--- src/rtl/core/cpba_pkg.sv ---
// cpba_pkg: shared constants, controller states and scan unit control and result structs
// for the contiguous page bitmap allocator
// no dependencies
`default_nettype none

package cpba_pkg;

    // bitmap word geometry
    localparam int WORD_BITS = 32;
    localparam int BIT_W     = 5;

    // field widths
    localparam int FP_W      = 12;  // first_page, free_start, run_start
    localparam int CNT_W     = 13;  // page_count, page_limit, run length
    localparam int PAGE_W    = 14;  // internal page numbers, room for start + count
    localparam int WIDX_W    = 8;   // word index of any page below 8192
    localparam int ISS_W     = 9;   // word counter, one past the last word
    localparam int CFG_IDX_W = 1;

    // configuration register indexes
    localparam logic [CFG_IDX_W-1:0] CFG_FIRST_PAGE = 1'd0;
    localparam logic [CFG_IDX_W-1:0] CFG_PAGE_LIMIT = 1'd1;

    // request modes
    localparam logic MODE_ALLOC = 1'b0;
    localparam logic MODE_FREE  = 1'b1;

    typedef enum logic [2:0] {
        ST_CLEAR,
        ST_IDLE,
        ST_SCAN,
        ST_MARK,
        ST_FINISH
    } state_t;

    typedef struct packed {
        logic clear;   // restart the free-run counter
        logic step;    // a word is being evaluated this cycle
    } scan_ctl_t;

    typedef struct packed {
        logic              hit;
        logic [PAGE_W-1:0] start;
    } scan_res_t;

endpackage

`default_nettype wire

--- src/rtl/core/cpba_ram.sv ---
// cpba_ram: generic simple dual-port ram, one write and one registered read port
// no dependencies
`default_nettype none

module cpba_ram #(
    parameter int WIDTH = 32,
    parameter int DEPTH = 128
) (
    input  wire                       clk,
    input  wire                       we,
    input  wire  [$clog2(DEPTH)-1:0]  waddr,
    input  wire  [WIDTH-1:0]          wdata,
    input  wire                       re,
    input  wire  [$clog2(DEPTH)-1:0]  raddr,
    output logic [WIDTH-1:0]          rdata
);

    logic [WIDTH-1:0] mem [DEPTH];

    always_ff @(posedge clk)
    begin
        if (we)
        begin
            mem[waddr] <= wdata;
        end
        if (re)
        begin
            rdata <= mem[raddr];
        end
    end

endmodule

`default_nettype wire

--- src/rtl/core/cpba_scan.sv ---
// cpba_scan: first-fit evaluation of one bitmap word with the free-run carry
// depends on cpba_pkg
`default_nettype none

module cpba_scan (
    input  wire                             clk,
    input  wire                             rst_n,
    input  wire  cpba_pkg::scan_ctl_t       ctl,
    input  wire  [cpba_pkg::WORD_BITS-1:0]  rdata,
    input  wire  [cpba_pkg::WIDX_W-1:0]     word,
    input  wire  [cpba_pkg::FP_W-1:0]       first_page,
    input  wire  [cpba_pkg::CNT_W-1:0]      lim,
    input  wire  [cpba_pkg::CNT_W-1:0]      count,
    output cpba_pkg::scan_res_t             res
);

    logic [cpba_pkg::CNT_W-1:0]     run_reg;
    logic [cpba_pkg::CNT_W-1:0]     run_next;
    logic [cpba_pkg::WORD_BITS-1:0] used_eff;
    logic [cpba_pkg::WORD_BITS-1:0] anyu;
    logic [cpba_pkg::WORD_BITS-1:0] hit;
    logic [cpba_pkg::BIT_W-1:0]     lastu [cpba_pkg::WORD_BITS];
    logic [cpba_pkg::BIT_W-1:0]     hit_idx;
    logic                           found;
    logic [cpba_pkg::CNT_W-1:0]     pg;

    // pages outside [first_page, lim) count as used
    always_comb
    begin
        for (int i = 0; i < cpba_pkg::WORD_BITS; i++)
        begin
            pg = {word, cpba_pkg::BIT_W'(i)};
            used_eff[i] = rdata[i] || (pg < {1'b0, first_page}) || (pg >= lim);
        end
    end

    // last used bit at or below each position
    always_comb
    begin
        for (int i = 0; i < cpba_pkg::WORD_BITS; i++)
        begin
            anyu[i]  = 1'b0;
            lastu[i] = '0;
            for (int j = 0; j < cpba_pkg::WORD_BITS; j++)
            begin
                if (j <= i && used_eff[j])
                begin
                    anyu[i]  = 1'b1;
                    lastu[i] = cpba_pkg::BIT_W'(j);
                end
            end
        end
    end

    // run ending at bit i reaches count
    always_comb
    begin
        for (int i = 0; i < cpba_pkg::WORD_BITS; i++)
        begin
            if (used_eff[i])
            begin
                hit[i] = 1'b0;
            end
            else if (anyu[i])
            begin
                hit[i] = (cpba_pkg::PAGE_W'(i) - cpba_pkg::PAGE_W'(lastu[i]))
                         >= {1'b0, count};
            end
            else
            begin
                hit[i] = ({1'b0, run_reg} + cpba_pkg::PAGE_W'(i) + 14'd1)
                         >= {1'b0, count};
            end
        end
    end

    // lowest hit wins
    always_comb
    begin
        found   = 1'b0;
        hit_idx = '0;
        for (int i = cpba_pkg::WORD_BITS - 1; i >= 0; i--)
        begin
            if (hit[i])
            begin
                found   = 1'b1;
                hit_idx = cpba_pkg::BIT_W'(i);
            end
        end
        res.hit   = found;
        res.start = {1'b0, word, hit_idx} + 14'd1 - {1'b0, count};
        run_next  = anyu[cpba_pkg::WORD_BITS-1]
                  ? cpba_pkg::CNT_W'(5'd31 - lastu[cpba_pkg::WORD_BITS-1])
                  : run_reg + 13'd32;
    end

    always_ff @(posedge clk or negedge rst_n)
    begin
        if (!rst_n)
        begin
            run_reg <= '0;
        end
        else if (ctl.clear)
        begin
            run_reg <= '0;
        end
        else if (ctl.step)
        begin
            run_reg <= run_next;
        end
    end

endmodule

`default_nettype wire

--- src/rtl/core/cpba_mark.sv ---
// cpba_mark: sets or clears the bits of one bitmap word that fall in a page range
// depends on cpba_pkg
`default_nettype none

module cpba_mark (
    input  wire  [cpba_pkg::WORD_BITS-1:0]  rdata,
    input  wire  [cpba_pkg::WIDX_W-1:0]     word,
    input  wire  [cpba_pkg::PAGE_W-1:0]     range_start,
    input  wire  [cpba_pkg::PAGE_W-1:0]     range_end,
    input  wire                             set,
    output logic [cpba_pkg::WORD_BITS-1:0]  wdata
);

    logic [cpba_pkg::PAGE_W-1:0] pg;

    always_comb
    begin
        for (int i = 0; i < cpba_pkg::WORD_BITS; i++)
        begin
            pg = {1'b0, word, cpba_pkg::BIT_W'(i)};
            if (pg >= range_start && pg < range_end)
            begin
                wdata[i] = set;
            end
            else
            begin
                wdata[i] = rdata[i];
            end
        end
    end

endmodule

`default_nettype wire

--- src/rtl/core/contiguous_page_bitmap_allocator.sv ---
// contiguous_page_bitmap_allocator: first-fit contiguous page allocator, top level
// depends on cpba_pkg, cpba_ram, cpba_scan, cpba_mark
// flow: allocate scans window words, then marks the words of the found run, or ends after
//   the scan if no run fits; free marks the touched words; zero count or empty window skip both
// throughput: one item at a time; the next one is taken once its result is registered
// reset: async, clears control; then a clearing pass zeroes the bitmap ram, one word
//   a cycle, input stalled meanwhile
`default_nettype none

module contiguous_page_bitmap_allocator #(
    parameter int NUM_PAGES = 4096
) (
    input  wire                               clk,
    input  wire                               rst_n,
    // request channel
    input  wire                               in_valid,
    output logic                              in_stall,
    input  wire                               mode,
    input  wire  [cpba_pkg::CNT_W-1:0]        page_count,
    input  wire  [cpba_pkg::FP_W-1:0]         free_start,
    // result channel
    output logic                              out_valid,
    input  wire                               out_stall,
    output logic                              success,
    output logic [cpba_pkg::FP_W-1:0]         run_start,
    // configuration write channel
    input  wire                               cfg_valid,
    output logic                              cfg_ready,
    input  wire  [cpba_pkg::CFG_IDX_W-1:0]    cfg_index,
    input  wire  [cpba_pkg::CNT_W-1:0]        cfg_data
);

    // only pages below 8192 are ever touched, so the ram stops at 256 words
    localparam int NUM_WORDS = (NUM_PAGES + cpba_pkg::WORD_BITS - 1) / cpba_pkg::WORD_BITS;
    localparam int MAX_WORDS = 1 << cpba_pkg::WIDX_W;
    localparam int MEM_WORDS = NUM_WORDS > MAX_WORDS ? MAX_WORDS
                             : (NUM_WORDS < 2 ? 2 : NUM_WORDS);
    localparam int AW        = $clog2(MEM_WORDS);
    // allocation window cap and free clip point
    localparam int LIM_CAP   = NUM_PAGES < 4096 ? NUM_PAGES : 4096;
    localparam int FREE_CAP  = NUM_PAGES < 8192 ? NUM_PAGES : 8192;

    // controller state
    cpba_pkg::state_t                  state_reg, state_next;
    logic [AW-1:0]                     clr_reg, clr_next;

    // word pipeline: issue counter, last word, read-data valid and its word index
    logic [cpba_pkg::ISS_W-1:0]        iss_reg, iss_next;
    logic [cpba_pkg::ISS_W-1:0]        last_reg, last_next;
    logic                              dv_reg, dv_next;
    logic [cpba_pkg::WIDX_W-1:0]       wd_reg, wd_next;

    // request and mark range
    logic [cpba_pkg::CNT_W-1:0]        cnt_reg, cnt_next;
    logic [cpba_pkg::PAGE_W-1:0]       ms_reg, ms_next;
    logic [cpba_pkg::PAGE_W-1:0]       me_reg, me_next;
    logic                              set_reg, set_next;

    // pending result of the item at work
    logic                              res_ok_reg, res_ok_next;
    logic [cpba_pkg::FP_W-1:0]         res_start_reg, res_start_next;

    // output register
    logic                              out_valid_reg, out_valid_next;
    logic                              success_reg, success_next;
    logic [cpba_pkg::FP_W-1:0]         run_start_reg, run_start_next;

    // configuration
    logic [cpba_pkg::FP_W-1:0]         fp_reg, fp_next;
    logic [cpba_pkg::CNT_W-1:0]        lim_reg, lim_next;

    // ram ports
    logic                              ram_we;
    logic [AW-1:0]                     ram_waddr;
    logic [cpba_pkg::WORD_BITS-1:0]    ram_wdata;
    logic                              ram_re;
    logic [cpba_pkg::WORD_BITS-1:0]    ram_rdata;
    logic [cpba_pkg::WORD_BITS-1:0]    mark_wdata;

    // scan unit
    cpba_pkg::scan_ctl_t               scan_ctl;
    cpba_pkg::scan_res_t               scan_res;

    // derived values
    logic [cpba_pkg::CNT_W-1:0]        lim_eff;
    logic [cpba_pkg::CNT_W-1:0]        lim_m1;
    logic [cpba_pkg::PAGE_W-1:0]       free_end;
    logic [cpba_pkg::PAGE_W-1:0]       free_clip;
    logic [cpba_pkg::PAGE_W-1:0]       free_m1;
    logic [cpba_pkg::PAGE_W-1:0]       hit_end;
    logic [cpba_pkg::PAGE_W-1:0]       hit_m1;
    logic                              issue;
    logic                              out_free;

    cpba_ram #(
        .WIDTH (cpba_pkg::WORD_BITS),
        .DEPTH (MEM_WORDS)
    ) u_ram (
        .clk   (clk),
        .we    (ram_we),
        .waddr (ram_waddr),
        .wdata (ram_wdata),
        .re    (ram_re),
        .raddr (iss_reg[AW-1:0]),
        .rdata (ram_rdata)
    );

    cpba_scan u_scan (
        .clk        (clk),
        .rst_n      (rst_n),
        .ctl        (scan_ctl),
        .rdata      (ram_rdata),
        .word       (wd_reg),
        .first_page (fp_reg),
        .lim        (lim_eff),
        .count      (cnt_reg),
        .res        (scan_res)
    );

    cpba_mark u_mark (
        .rdata       (ram_rdata),
        .word        (wd_reg),
        .range_start (ms_reg),
        .range_end   (me_reg),
        .set         (set_reg),
        .wdata       (mark_wdata)
    );

    // limits above the bitmap act as the bitmap size
    assign lim_eff   = lim_reg > cpba_pkg::CNT_W'(LIM_CAP) ? cpba_pkg::CNT_W'(LIM_CAP)
                                                           : lim_reg;
    assign lim_m1    = lim_eff - 13'd1;
    // a free runs off the end of the bitmap silently
    assign free_end  = cpba_pkg::PAGE_W'(free_start) + cpba_pkg::PAGE_W'(page_count);
    assign free_clip = free_end > cpba_pkg::PAGE_W'(FREE_CAP) ? cpba_pkg::PAGE_W'(FREE_CAP)
                                                              : free_end;
    assign free_m1   = free_clip - 14'd1;
    assign hit_end   = scan_res.start + cpba_pkg::PAGE_W'(cnt_reg);
    assign hit_m1    = hit_end - 14'd1;

    // one word read per cycle while the issue counter has not passed the last word
    assign issue     = iss_reg <= last_reg;
    assign out_free  = !out_valid_reg || !out_stall;

    // ports
    assign in_stall  = state_reg != cpba_pkg::ST_IDLE;
    assign out_valid = out_valid_reg;
    assign success   = success_reg;
    assign run_start = run_start_reg;
    assign cfg_ready = 1'b1;

    // configuration writes, taken in any state
    always_comb
    begin
        fp_next  = fp_reg;
        lim_next = lim_reg;
        if (cfg_valid)
        begin
            case (cfg_index)
                cpba_pkg::CFG_FIRST_PAGE: fp_next  = cfg_data[cpba_pkg::FP_W-1:0];
                cpba_pkg::CFG_PAGE_LIMIT: lim_next = cfg_data;
                default:                  ;
            endcase
        end
    end

    // controller: next state, ram control and result handling
    always_comb
    begin
        state_next     = state_reg;
        clr_next       = clr_reg;
        iss_next       = iss_reg;
        last_next      = last_reg;
        dv_next        = 1'b0;
        wd_next        = wd_reg;
        cnt_next       = cnt_reg;
        ms_next        = ms_reg;
        me_next        = me_reg;
        set_next       = set_reg;
        res_ok_next    = res_ok_reg;
        res_start_next = res_start_reg;
        out_valid_next = out_valid_reg && out_stall;
        success_next   = success_reg;
        run_start_next = run_start_reg;
        ram_we         = 1'b0;
        ram_waddr      = wd_reg[AW-1:0];
        ram_wdata      = mark_wdata;
        ram_re         = 1'b0;
        scan_ctl       = '0;

        case (state_reg)
            // zero the bitmap after reset
            cpba_pkg::ST_CLEAR:
            begin
                ram_we    = 1'b1;
                ram_waddr = clr_reg;
                ram_wdata = '0;
                if (clr_reg == AW'(MEM_WORDS - 1))
                begin
                    state_next = cpba_pkg::ST_IDLE;
                end
                else
                begin
                    clr_next = clr_reg + 1'b1;
                end
            end

            // take an item and set up the word range it works on
            cpba_pkg::ST_IDLE:
            begin
                if (in_valid)
                begin
                    cnt_next = page_count;
                    if (mode == cpba_pkg::MODE_FREE)
                    begin
                        res_start_next = free_start;
                        if (page_count == '0)
                        begin
                            res_ok_next = 1'b0;
                            state_next  = cpba_pkg::ST_FINISH;
                        end
                        else if (cpba_pkg::PAGE_W'(free_start) >= cpba_pkg::PAGE_W'(FREE_CAP))
                        begin
                            // whole run lies past the bitmap
                            res_ok_next = 1'b1;
                            state_next  = cpba_pkg::ST_FINISH;
                        end
                        else
                        begin
                            res_ok_next = 1'b1;
                            ms_next     = cpba_pkg::PAGE_W'(free_start);
                            me_next     = free_clip;
                            set_next    = 1'b0;
                            iss_next    = cpba_pkg::ISS_W'(
                                              free_start[cpba_pkg::FP_W-1:cpba_pkg::BIT_W]);
                            last_next   = cpba_pkg::ISS_W'(
                                              free_m1[cpba_pkg::PAGE_W-1:cpba_pkg::BIT_W]);
                            state_next  = cpba_pkg::ST_MARK;
                        end
                    end
                    else
                    begin
                        res_ok_next    = 1'b0;
                        res_start_next = '0;
                        if (page_count == '0 || {1'b0, fp_reg} >= lim_eff)
                        begin
                            // zero count or empty window fails at once
                            state_next = cpba_pkg::ST_FINISH;
                        end
                        else
                        begin
                            scan_ctl.clear = 1'b1;
                            iss_next       = cpba_pkg::ISS_W'(
                                                 fp_reg[cpba_pkg::FP_W-1:cpba_pkg::BIT_W]);
                            last_next      = cpba_pkg::ISS_W'(
                                                 lim_m1[cpba_pkg::CNT_W-1:cpba_pkg::BIT_W]);
                            state_next     = cpba_pkg::ST_SCAN;
                        end
                    end
                end
            end

            // stream words through the scan unit, stop at the first fitting run
            cpba_pkg::ST_SCAN:
            begin
                if (issue)
                begin
                    ram_re   = 1'b1;
                    iss_next = iss_reg + 1'b1;
                    wd_next  = iss_reg[cpba_pkg::WIDX_W-1:0];
                    dv_next  = 1'b1;
                end
                if (dv_reg)
                begin
                    scan_ctl.step = 1'b1;
                    if (scan_res.hit)
                    begin
                        // in-flight read is dropped, marking restarts the pipeline
                        res_ok_next    = 1'b1;
                        res_start_next = scan_res.start[cpba_pkg::FP_W-1:0];
                        ms_next        = scan_res.start;
                        me_next        = hit_end;
                        set_next       = 1'b1;
                        iss_next       = cpba_pkg::ISS_W'(
                                             scan_res.start[cpba_pkg::PAGE_W-1:cpba_pkg::BIT_W]);
                        last_next      = cpba_pkg::ISS_W'(
                                             hit_m1[cpba_pkg::PAGE_W-1:cpba_pkg::BIT_W]);
                        dv_next        = 1'b0;
                        state_next     = cpba_pkg::ST_MARK;
                    end
                    else if (cpba_pkg::ISS_W'(wd_reg) == last_reg)
                    begin
                        // window exhausted, result stays failed
                        dv_next    = 1'b0;
                        state_next = cpba_pkg::ST_FINISH;
                    end
                end
            end

            // read-modify-write each word of the range; read of word k+1
            // overlaps the write of word k, so addresses never collide
            cpba_pkg::ST_MARK:
            begin
                if (issue)
                begin
                    ram_re   = 1'b1;
                    iss_next = iss_reg + 1'b1;
                    wd_next  = iss_reg[cpba_pkg::WIDX_W-1:0];
                    dv_next  = 1'b1;
                end
                if (dv_reg)
                begin
                    ram_we = 1'b1;
                    if (cpba_pkg::ISS_W'(wd_reg) == last_reg)
                    begin
                        dv_next    = 1'b0;
                        state_next = cpba_pkg::ST_FINISH;
                    end
                end
            end

            // hand the result to the output register once it has room
            cpba_pkg::ST_FINISH:
            begin
                if (out_free)
                begin
                    out_valid_next = 1'b1;
                    success_next   = res_ok_reg;
                    run_start_next = res_start_reg;
                    state_next     = cpba_pkg::ST_IDLE;
                end
            end

            default:
            begin
                state_next = cpba_pkg::ST_IDLE;
            end
        endcase
    end

    // control registers
    always_ff @(posedge clk or negedge rst_n)
    begin
        if (!rst_n)
        begin
            state_reg     <= cpba_pkg::ST_CLEAR;
            clr_reg       <= '0;
            dv_reg        <= 1'b0;
            out_valid_reg <= 1'b0;
            fp_reg        <= '0;
            lim_reg       <= 13'd4096;
        end
        else
        begin
            state_reg     <= state_next;
            clr_reg       <= clr_next;
            dv_reg        <= dv_next;
            out_valid_reg <= out_valid_next;
            fp_reg        <= fp_next;
            lim_reg       <= lim_next;
        end
    end

    // payload registers
    always_ff @(posedge clk)
    begin
        iss_reg       <= iss_next;
        last_reg      <= last_next;
        wd_reg        <= wd_next;
        cnt_reg       <= cnt_next;
        ms_reg        <= ms_next;
        me_reg        <= me_next;
        set_reg       <= set_next;
        res_ok_reg    <= res_ok_next;
        res_start_reg <= res_start_next;
        success_reg   <= success_next;
        run_start_reg <= run_start_next;
    end

endmodule

`default_nettype wire

--- config.mk ---
export PLATFORM = sky130hd
export DESIGN_NAME = contiguous_page_bitmap_allocator
export DESIGN_NICKNAME = d
export VERILOG_FILES = /design/src/rtl/core/cpba_pkg.sv /design/src/rtl/core/cpba_ram.sv /design/src/rtl/core/cpba_scan.sv /design/src/rtl/core/cpba_mark.sv /design/src/rtl/core/contiguous_page_bitmap_allocator.sv
export SDC_FILE = /design/constraint.sdc
export NUM_CORES = 2
export LEC_CHECK = 0
export BUFFER_PORTS_ARGS = -buffer_cell sky130_fd_sc_hd__buf_2
export CAP_MARGIN = 10
export CORE_ASPECT_RATIO = 1.75
export CORE_UTILIZATION = 35
export DETAILED_ROUTE_END_ITERATION = 12
export PLACE_DENSITY_LB_ADDON = 0.1
export SETUP_SLACK_MARGIN = 0.05
export SLEW_MARGIN = 20
export SYNTH_ARGS = -nofsm -noshare
export SYNTH_HDL_FRONTEND = slang
export SYNTH_SLANG_ARGS = --single-unit
--- constraint.sdc ---
create_clock -name clk -period 10.9 [get_ports clk]
set_input_delay 1.09 -clock clk [delete_from_list [all_inputs] [get_ports clk]]
set_output_delay 1.09 -clock clk [all_outputs]
set_load 0.1 [all_outputs]
After elaboration in Yosys (flattened, before gate mapping)
Memory sizes are Yosys's and may differ from the RTL's. A register that Yosys moved wholly into a read port is not among the register bits.
Index checks and enable logic that the tools add are counted.
{ "classes": {"addsub": 104, "n_lt_le_gt_ge": 196, "eq_ne": 17, "n_mux": 301, "bitwise": 2, "reduce_logical": 118} }
{ "op_table": {"columns": ["cell", "n"], "rows": [
  ["14-bit by 13-bit >= comparator with 1-bit output", 63],
  ["13-bit by 14-bit >= comparator with 1-bit output", 32],
  ["13-bit by 14-bit less-than comparator with 1-bit output", 32],
  ["14-bit by 1-bit adder with 14-bit output, second input constant", 31],
  ["13-bit >= comparator", 32],
  ["13-bit by 12-bit less-than comparator with 1-bit output", 32],
  ["5-bit two-way mux", 62],
  ["13-bit by 5-bit adder with 14-bit output, second input constant", 16],
  ["1-bit two-way mux", 185],
  ["14-bit two-way mux", 11],
  ["9-bit two-way mux", 13],
  ["13-bit by 4-bit adder with 14-bit output, second input constant", 8],
  ["5-bit by 5-bit subtractor with 6-bit output, first input constant", 17],
  ["1-bit logical OR", 66],
  ["13-bit by 3-bit adder with 14-bit output, second input constant", 4],
  ["14-bit case mux with 2 select lines", 2],
  ["13-bit two-way mux", 4],
  ["12-bit two-way mux", 4],
  ["4-bit by 5-bit subtractor with 6-bit output, first input constant", 8],
  ["1-bit logical AND", 33],
  ["32-bit two-way mux", 1],
  ["3-bit two-way mux", 10],
  ["13-bit by 1-bit adder with 14-bit output, second input constant", 2],
  ["13-bit by 2-bit adder with 14-bit output, second input constant", 2],
  ["other kinds (42)", 68]
]} }
{ "totals": {"reg_bits": 144, "mem_bits_rw": 4096, "input_bits": 45, "output_inout_bits": 16, "elab_cells": 757, "memories": 1} }
{ "mem_list": {"columns": ["name", "words", "word_bits", "rd", "rd_ports_with_merged_regs", "wr", "line", "rtl"], "rows": [
  ["u_ram.mem", 128, 32, 1, 1, 1, "cpba_ram.sv:18", "logic [WIDTH-1:0] mem [DEPTH];"]
]} }

Longest topological paths before layout
{ "depth": {"ltp_word": 78, "depth_mapped": 60, "depth_no_buf": 57} }

Modules after synthesis
A second synthesis with hierarchy kept.
{ "unflattened": {"cells_unflattened": 10217, "hier_area_um2": 190535.2} }
{ "modules_own_cells": {"columns": ["mod", "n_inst", "cells_per_inst", "area_each_um2", "seq_area_each_um2"], "rows": [
  ["cpba_ram", 1, 5989, 156615.2, 123958.9],
  ["cpba_scan", 1, 3131, 23767.8, 325.3],
  ["contiguous_page_bitmap_allocator", 1, 778, 8095.3, 3749.8],
  ["cpba_mark", 1, 319, 2057.0, 0.0]
]} }

Least setup slack after synthesis
No wires, ideal clock.
{ "synth_path": {"kind": "register to register", "startpoint": "reg lim_reg[12] in the netlist's numbering", "endpoint": "reg last_reg[8] in the netlist's numbering, data pin", "setup_ps": 269, "t_arrival_ps": 10332, "required_ps": 10631, "path_slack_ps": 300, "stages_incl_launch_ff": 53, "n_path_buf": 2, "synth_period_minus_slack_ps": 10600, "cell_sequence": "dfstp_2 -> buf_2 -> inv_1 -> clkbuf_1 -> nand2_1 -> ha_1 -> a211oi_1 -> o21ba_2 -> o21ai_1 -> a2111o_1 -> nor4_4 -> inv_2 -> o211ai_1 -> nand2_1 -> inv_1 -> nor2_1 -> nand2_1 -> inv_1 -> [... 17 more ...] -> ha_1 -> ha_1 -> nor2b_1 -> o21ai_0 -> a21boi_0 -> o21ai_0 -> a21boi_0 -> o21ai_0 -> nand2b_1 -> a31oi_1 -> nor2b_1 -> xnor2_1 -> ha_1 -> o41ai_1 -> xnor2_1 -> nor4_1 -> xor2_1 -> o21ai_0"} }
{ "synth_via": {"elab_chain_cells": 78, "word_cells_on_any_way": 294, "classes_between": "add/sub (35); order compare (64); mux (163); reduce/logical (32)"} }
{ "synth_lines": {"columns": ["item", "line", "rtl"], "rows": [
  ["start, declared", "contiguous_page_bitmap_allocator.sv:70", "logic [cpba_pkg::CNT_W-1:0] lim_reg, lim_next;"],
  ["start signal, assigned", "contiguous_page_bitmap_allocator.sv:360", "lim_reg <= lim_next;"],
  ["13-bit > comparator", "contiguous_page_bitmap_allocator.sv:130", "assign lim_eff = lim_reg > cpba_pkg::CNT_W'(LIM_CAP) ? cpba_pkg::CNT_W'(LIM_CAP)"],
  ["13-bit two-way mux (*)", "contiguous_page_bitmap_allocator.sv:130", null],
  ["13-bit >= comparator", "cpba_scan.sv:33", "used_eff[i] = rdata[i] || (pg < {1'b0, first_page}) || (pg >= lim);"],
  ["1-bit logical OR", "cpba_scan.sv:33", null],
  ["1-bit two-way mux", "cpba_scan.sv:46", "if (j <= i && used_eff[j])"],
  ["5-bit two-way mux (30 in series)", "cpba_scan.sv:46", null],
  ["5-bit by 5-bit subtractor with 6-bit output", "cpba_scan.sv:66", "hit[i] = (cpba_pkg::PAGE_W'(i) - cpba_pkg::PAGE_W'(lastu[i]))"],
  ["14-bit by 13-bit >= comparator with 1-bit output", "cpba_scan.sv:67", ">= {1'b0, count};"],
  ["[... 34 more ...]", null, null],
  ["13-bit by 1-bit adder with 14-bit output (*)", "cpba_scan.sv:91", "res.start = {1'b0, word, hit_idx} + 14'd1 - {1'b0, count};"],
  ["14-bit by 13-bit subtractor with 14-bit output (*)", "cpba_scan.sv:91", null],
  ["14-bit by 13-bit adder with 14-bit output (*)", "contiguous_page_bitmap_allocator.sv:138", "assign hit_end = scan_res.start + cpba_pkg::PAGE_W'(cnt_reg);"],
  ["14-bit by 1-bit subtractor with 14-bit output (*)", "contiguous_page_bitmap_allocator.sv:139", "assign hit_m1 = hit_end - 14'd1;"],
  ["9-bit two-way mux (*)", "contiguous_page_bitmap_allocator.sv:276", "if (scan_res.hit)"],
  ["9-bit two-way mux (*)", "contiguous_page_bitmap_allocator.sv:273", "if (dv_reg)"],
  ["9-bit case mux with 2 select lines (*)", "contiguous_page_bitmap_allocator.sv:191", "case (state_reg)"],
  ["via last_next (one bit)", "contiguous_page_bitmap_allocator.sv:49", "logic [cpba_pkg::ISS_W-1:0] last_reg, last_next;"],
  ["end signal, assigned", "contiguous_page_bitmap_allocator.sv:368", "last_reg <= last_next;"],
  ["end, declared", "contiguous_page_bitmap_allocator.sv:49", null]
]} }
Mark *: on every way through the listed nets, which the timed path passes. The rest lies on a longest branch. The select of a mux whose other input is x is not followed.
A chain may end at the register's enable or synchronous reset.

Worst setup path after layout
{ "layout_path": {"startpoint": "reg lim_reg[12] in the netlist's numbering", "endpoint": "reg last_reg[7] in the netlist's numbering, data pin"} }
{ "layout_via": {"elab_chain_cells": 78, "word_cells_on_any_way": 298, "classes_between": "add/sub (36); order compare (64); mux (166); reduce/logical (32)"} }
{ "layout_lines": {"columns": ["item", "line"], "rows": [
  ["13-bit > comparator", "contiguous_page_bitmap_allocator.sv:130"],
  ["13-bit two-way mux (*)", "contiguous_page_bitmap_allocator.sv:130"],
  ["13-bit >= comparator", "cpba_scan.sv:33"],
  ["1-bit logical OR", "cpba_scan.sv:33"],
  ["1-bit two-way mux", "cpba_scan.sv:46"],
  ["5-bit two-way mux (30 in series)", "cpba_scan.sv:46"],
  ["5-bit by 5-bit subtractor with 6-bit output", "cpba_scan.sv:66"],
  ["14-bit by 13-bit >= comparator with 1-bit output", "cpba_scan.sv:67"],
  ["[... 34 more ...]", null],
  ["13-bit by 1-bit adder with 14-bit output", "cpba_scan.sv:91"],
  ["14-bit by 13-bit subtractor with 14-bit output", "cpba_scan.sv:91"],
  ["14-bit by 13-bit adder with 14-bit output", "contiguous_page_bitmap_allocator.sv:138"],
  ["14-bit by 1-bit subtractor with 14-bit output", "contiguous_page_bitmap_allocator.sv:139"],
  ["9-bit two-way mux", "contiguous_page_bitmap_allocator.sv:276"],
  ["9-bit two-way mux", "contiguous_page_bitmap_allocator.sv:273"],
  ["9-bit case mux with 2 select lines (*)", "contiguous_page_bitmap_allocator.sv:191"],
  ["via last_next (one bit)", "contiguous_page_bitmap_allocator.sv:49"]
]} }
Marked as above.

==> results.cfg <==
[yosys]
yosysTopAreaCellShare = 0.669
synthDominantAreaCellType = sky130_fd_sc_hd__edfxtp_1
yosysSeqAreaShare = 0.675
cells_after_synth = 10130
synthesis.yosys.warnings = 0
synth_async_sr_flop_share = 0.0117
syn-mean-instance-area_um2 = 18.7
netlist_top_cells_count = 4222 x sky130_fd_sc_hd__edfxtp_1, 1344 x sky130_fd_sc_hd__mux4_2, 792 x sky130_fd_sc_hd__ha_1
netlist_top_cells_area = sky130_fd_sc_hd__edfxtp_1 67%, sky130_fd_sc_hd__mux4_2 16%, sky130_fd_sc_hd__ha_1 5.2%, sky130_fd_sc_hd__nor2_1 0.95%, sky130_fd_sc_hd__xnor2_1 0.94%
syn_area_mm2 = 0.190
synth_cell_types = 107
ys.flop_type = sky130_fd_sc_hd__edfxtp_1
synth-seq-cells = 4272
synth-edff-count = 4222
synth.most_common_cell = sky130_fd_sc_hd__edfxtp_1

[layout]
largest_reg_flops = 4096
share_of_post_route_cells_with_drive_strength_above_1 = 0.299
regMostFlops = u_ram.mem
reg.largest.list = u_ram.mem x4096, u_ram.rdata x32
syn2layout_area_growth_pct = 17.1
final_nets = 12144
finish.cell_count_without_fillers = 19108

[clock_network]
root_cell_of_the_clock_tree = sky130_fd_sc_hd__clkbuf_16
cts-root-to-sink-buffers = 4
htree_levels = 5
clock_latency_ps = 1010
cts_tree = yes
path_clk_slew_ps = 70
cts-buffers-inserted = 398
clock-sinks = 4272

[sta]
final.setup.tns_ps = 0
worst_pin_slew_ps = 1150
maxClockFrequency_ghz = 0.0924
final.setup.worst_slack_ps = 82.8
final_critical_path_share_of_the_clock_period = 0.992
rsz0062_at_grt = true
finClkSkew_ps = 150
slew_violations = 0
min_period_ps = 10820
setup_viol = 0
max_slew_margin = 0.224
hold_viol_final = 0
hold_ws_ps = 347

[route]
drtIter0Drc = 8964
drt_pass1_iterations = 6
via_to_cell_ratio = 5.57
detail-route-antenna-nets = 0
drt-total-wl_um = 693000
routed_wire_length_per_instance_um = 36.3
drc_errors = 0
dr_total_vias = 106345

[global_route]
grt_pass1_wl_um = 941000
grt_start_max_net_pins = 131
grt_util_all_layers = 0.253
gr-total-overflow = 0
grt_pass1_vias = 111937
grt_antenna_before_repair = 95

[place]
globalplace.congestion = 0.917
detailedPlace.worstSlack_ps = -1210
place.detailed.hpwl_um = 447000
place.port_buffers = 59
numPlacedInstances = 18051

[run]
max-cap-violations = 0

[worst_setup_path]
crit_path_start_kind = register
crit_type = reg -> reg
cp_data_required_time_ps = 11630
critical_path_peak_fanout = 8
cpMaxStageDelayCell = sky130_fd_sc_hd__a2111oi_4
endpoint_arrival_time_on_the_critical_path_ps = 11550
rrSetupSlack_ps = 80
critPathMostFrequentCell = sky130_fd_sc_hd__buf_4
critical_path.max_stage_delay_ps = 670
cp-end-kind = register

[floorplan]
i_o_pin_count = 61
row_count = 357
fp.coreArea_mm2 = 0.540
die_h_um = 976
initial_core_util = 0.351
die_outline_area_mm2 = 0.545
chipWidth_um = 558

[pwr]
finalPower_mw = 69.9
power.density_cell_area_mw_per_mm2 = 315
leakage_nw = 74.8
ir_drop_uv = 354

[outcome]
status = finished, final reports clean

[worst_hold_path]
min_path_type = in -> async
-- critical path: cells and delay by family, from the launching register on --
kind	cells	cell delay, ps
simple gates	9	1420
fa+ha+maj	6	1640
compound gates	23	4620
flops	1	560
buf+inv	14	1960
mux	1	150
xor+xnor	2	160
-- logic make-up after synthesis --
logic type	Yosys count	share of synthesized area
mux	1448	0.166
simple gates	1405	0.0350
compound gates	1170	0.0409
buf+inv	668	0.0134
flops	4272	0.675
xor+xnor	370	0.0171
fa+ha+maj	795	0.0526
other cells	2	0.0000396
-- stage by stage --
| step | instance area (µm²) | utilization |
|---|---|---|
| 6_report | 222000 | 0.411 |
| 5_1_grt | 222000 | 0.411 |
| 4_1_cts | 220000 | 0.408 |
| 3_5_place_dp | 207000 | 0.384 |
| 3_3_place_gp | 207000 | 0.384 |
| 2_1_floorplan | 190000 | - |
-- routing by layer --
metal	global-route usage	share of wire	up-vias
met3	0.0305	0.042	1154
met4	0.160	0.072	24
met2	0.465	0.54	3118
met5	0	0.00023	-
met1	0.273	0.35	57808
li1	-	-	44241
-- where the power goes --
| part | switching (mW) | internal [mW] |
|---|---|---|
| combinational | 20.7 | 11.3 |
| clock | 6.31 | 7.39 |
| sequential | 0.441 | 23.8 |
-- cell type report --
class,instances,area [µm²]
antenna,297,743
clock buffer,489,10400
clock inverter,238,2060
fill,48753,318000
inverter,210,801
multi-input combinational,5308,61900
sequential,4272,128000
tap,7180,8980
timing repair buffer,1114,8970
-- worst paths after layout --
kind | from | endpoint | depth (start not counted)
setup / recovery | lim_reg[12] | last_reg[7] | 55
hold / removal | rst_n | u_scan.run_reg[0] | 2
setup reg to reg | lim_reg[12] | last_reg[7] | 55
hold reg to reg | res_ok_reg | success | 0
max in group asynchronous | rst_n | clr_reg[5] | 2
min in group clk | page_count[5] | cnt_reg[5] | 1
-- placed cells by master (no fill, tap or decap), types with 34 or more instances in the layout --
| master | n |
|---|---|
| sky130_fd_sc_hd__ha_1 | 773 |
| sky130_fd_sc_hd__a211oi_1 | 53 |
| sky130_fd_sc_hd__conb_1 | 120 |
| sky130_fd_sc_hd__edfxtp_1 | 4222 |
| sky130_fd_sc_hd__o21ai_1 | 34 |
| sky130_fd_sc_hd__xor2_1 | 164 |
| sky130_fd_sc_hd__clkinv_1 | 103 |
| sky130_fd_sc_hd__nand2b_1 | 79 |
| sky130_fd_sc_hd__buf_12 | 50 |
| sky130_fd_sc_hd__diode_2 | 297 |
| sky130_fd_sc_hd__nand2_1 | 385 |
| sky130_fd_sc_hd__o21a_1 | 57 |
| sky130_fd_sc_hd__mux4_2 | 1344 |
| sky130_fd_sc_hd__xnor2_1 | 197 |
| sky130_fd_sc_hd__buf_2 | 59 |
| sky130_fd_sc_hd__nor2b_1 | 53 |
| sky130_fd_sc_hd__nand3_1 | 79 |
| sky130_fd_sc_hd__clkbuf_1 | 86 |
| sky130_fd_sc_hd__nor3_1 | 59 |
| sky130_fd_sc_hd__a21o_1 | 128 |
| sky130_fd_sc_hd__dfrtp_1 | 41 |
| sky130_fd_sc_hd__clkbuf_16 | 403 |
| sky130_fd_sc_hd__nand4_1 | 55 |
| sky130_fd_sc_hd__a21oi_1 | 238 |
| sky130_fd_sc_hd__a31oi_1 | 39 |
| sky130_fd_sc_hd__inv_1 | 186 |
| sky130_fd_sc_hd__nor2_4 | 158 |
| sky130_fd_sc_hd__nor2_1 | 314 |
| sky130_fd_sc_hd__clkinv_2 | 70 |
| sky130_fd_sc_hd__buf_4 | 985 |
| sky130_fd_sc_hd__o21ai_0 | 228 |
| sky130_fd_sc_hd__mux2_2 | 53 |
| sky130_fd_sc_hd__o211ai_1 | 41 |
| sky130_fd_sc_hd__mux2i_1 | 47 |
-- repair_timing --
item	4_1_cts	5_1_grt
buffers inserted	16	16
hold buffers	0	0
gates resized for setup	100	136
endpoints found under the setup margin	25	13
pin swaps	37	95
Note: power is estimated with default switching activity, not from simulation.
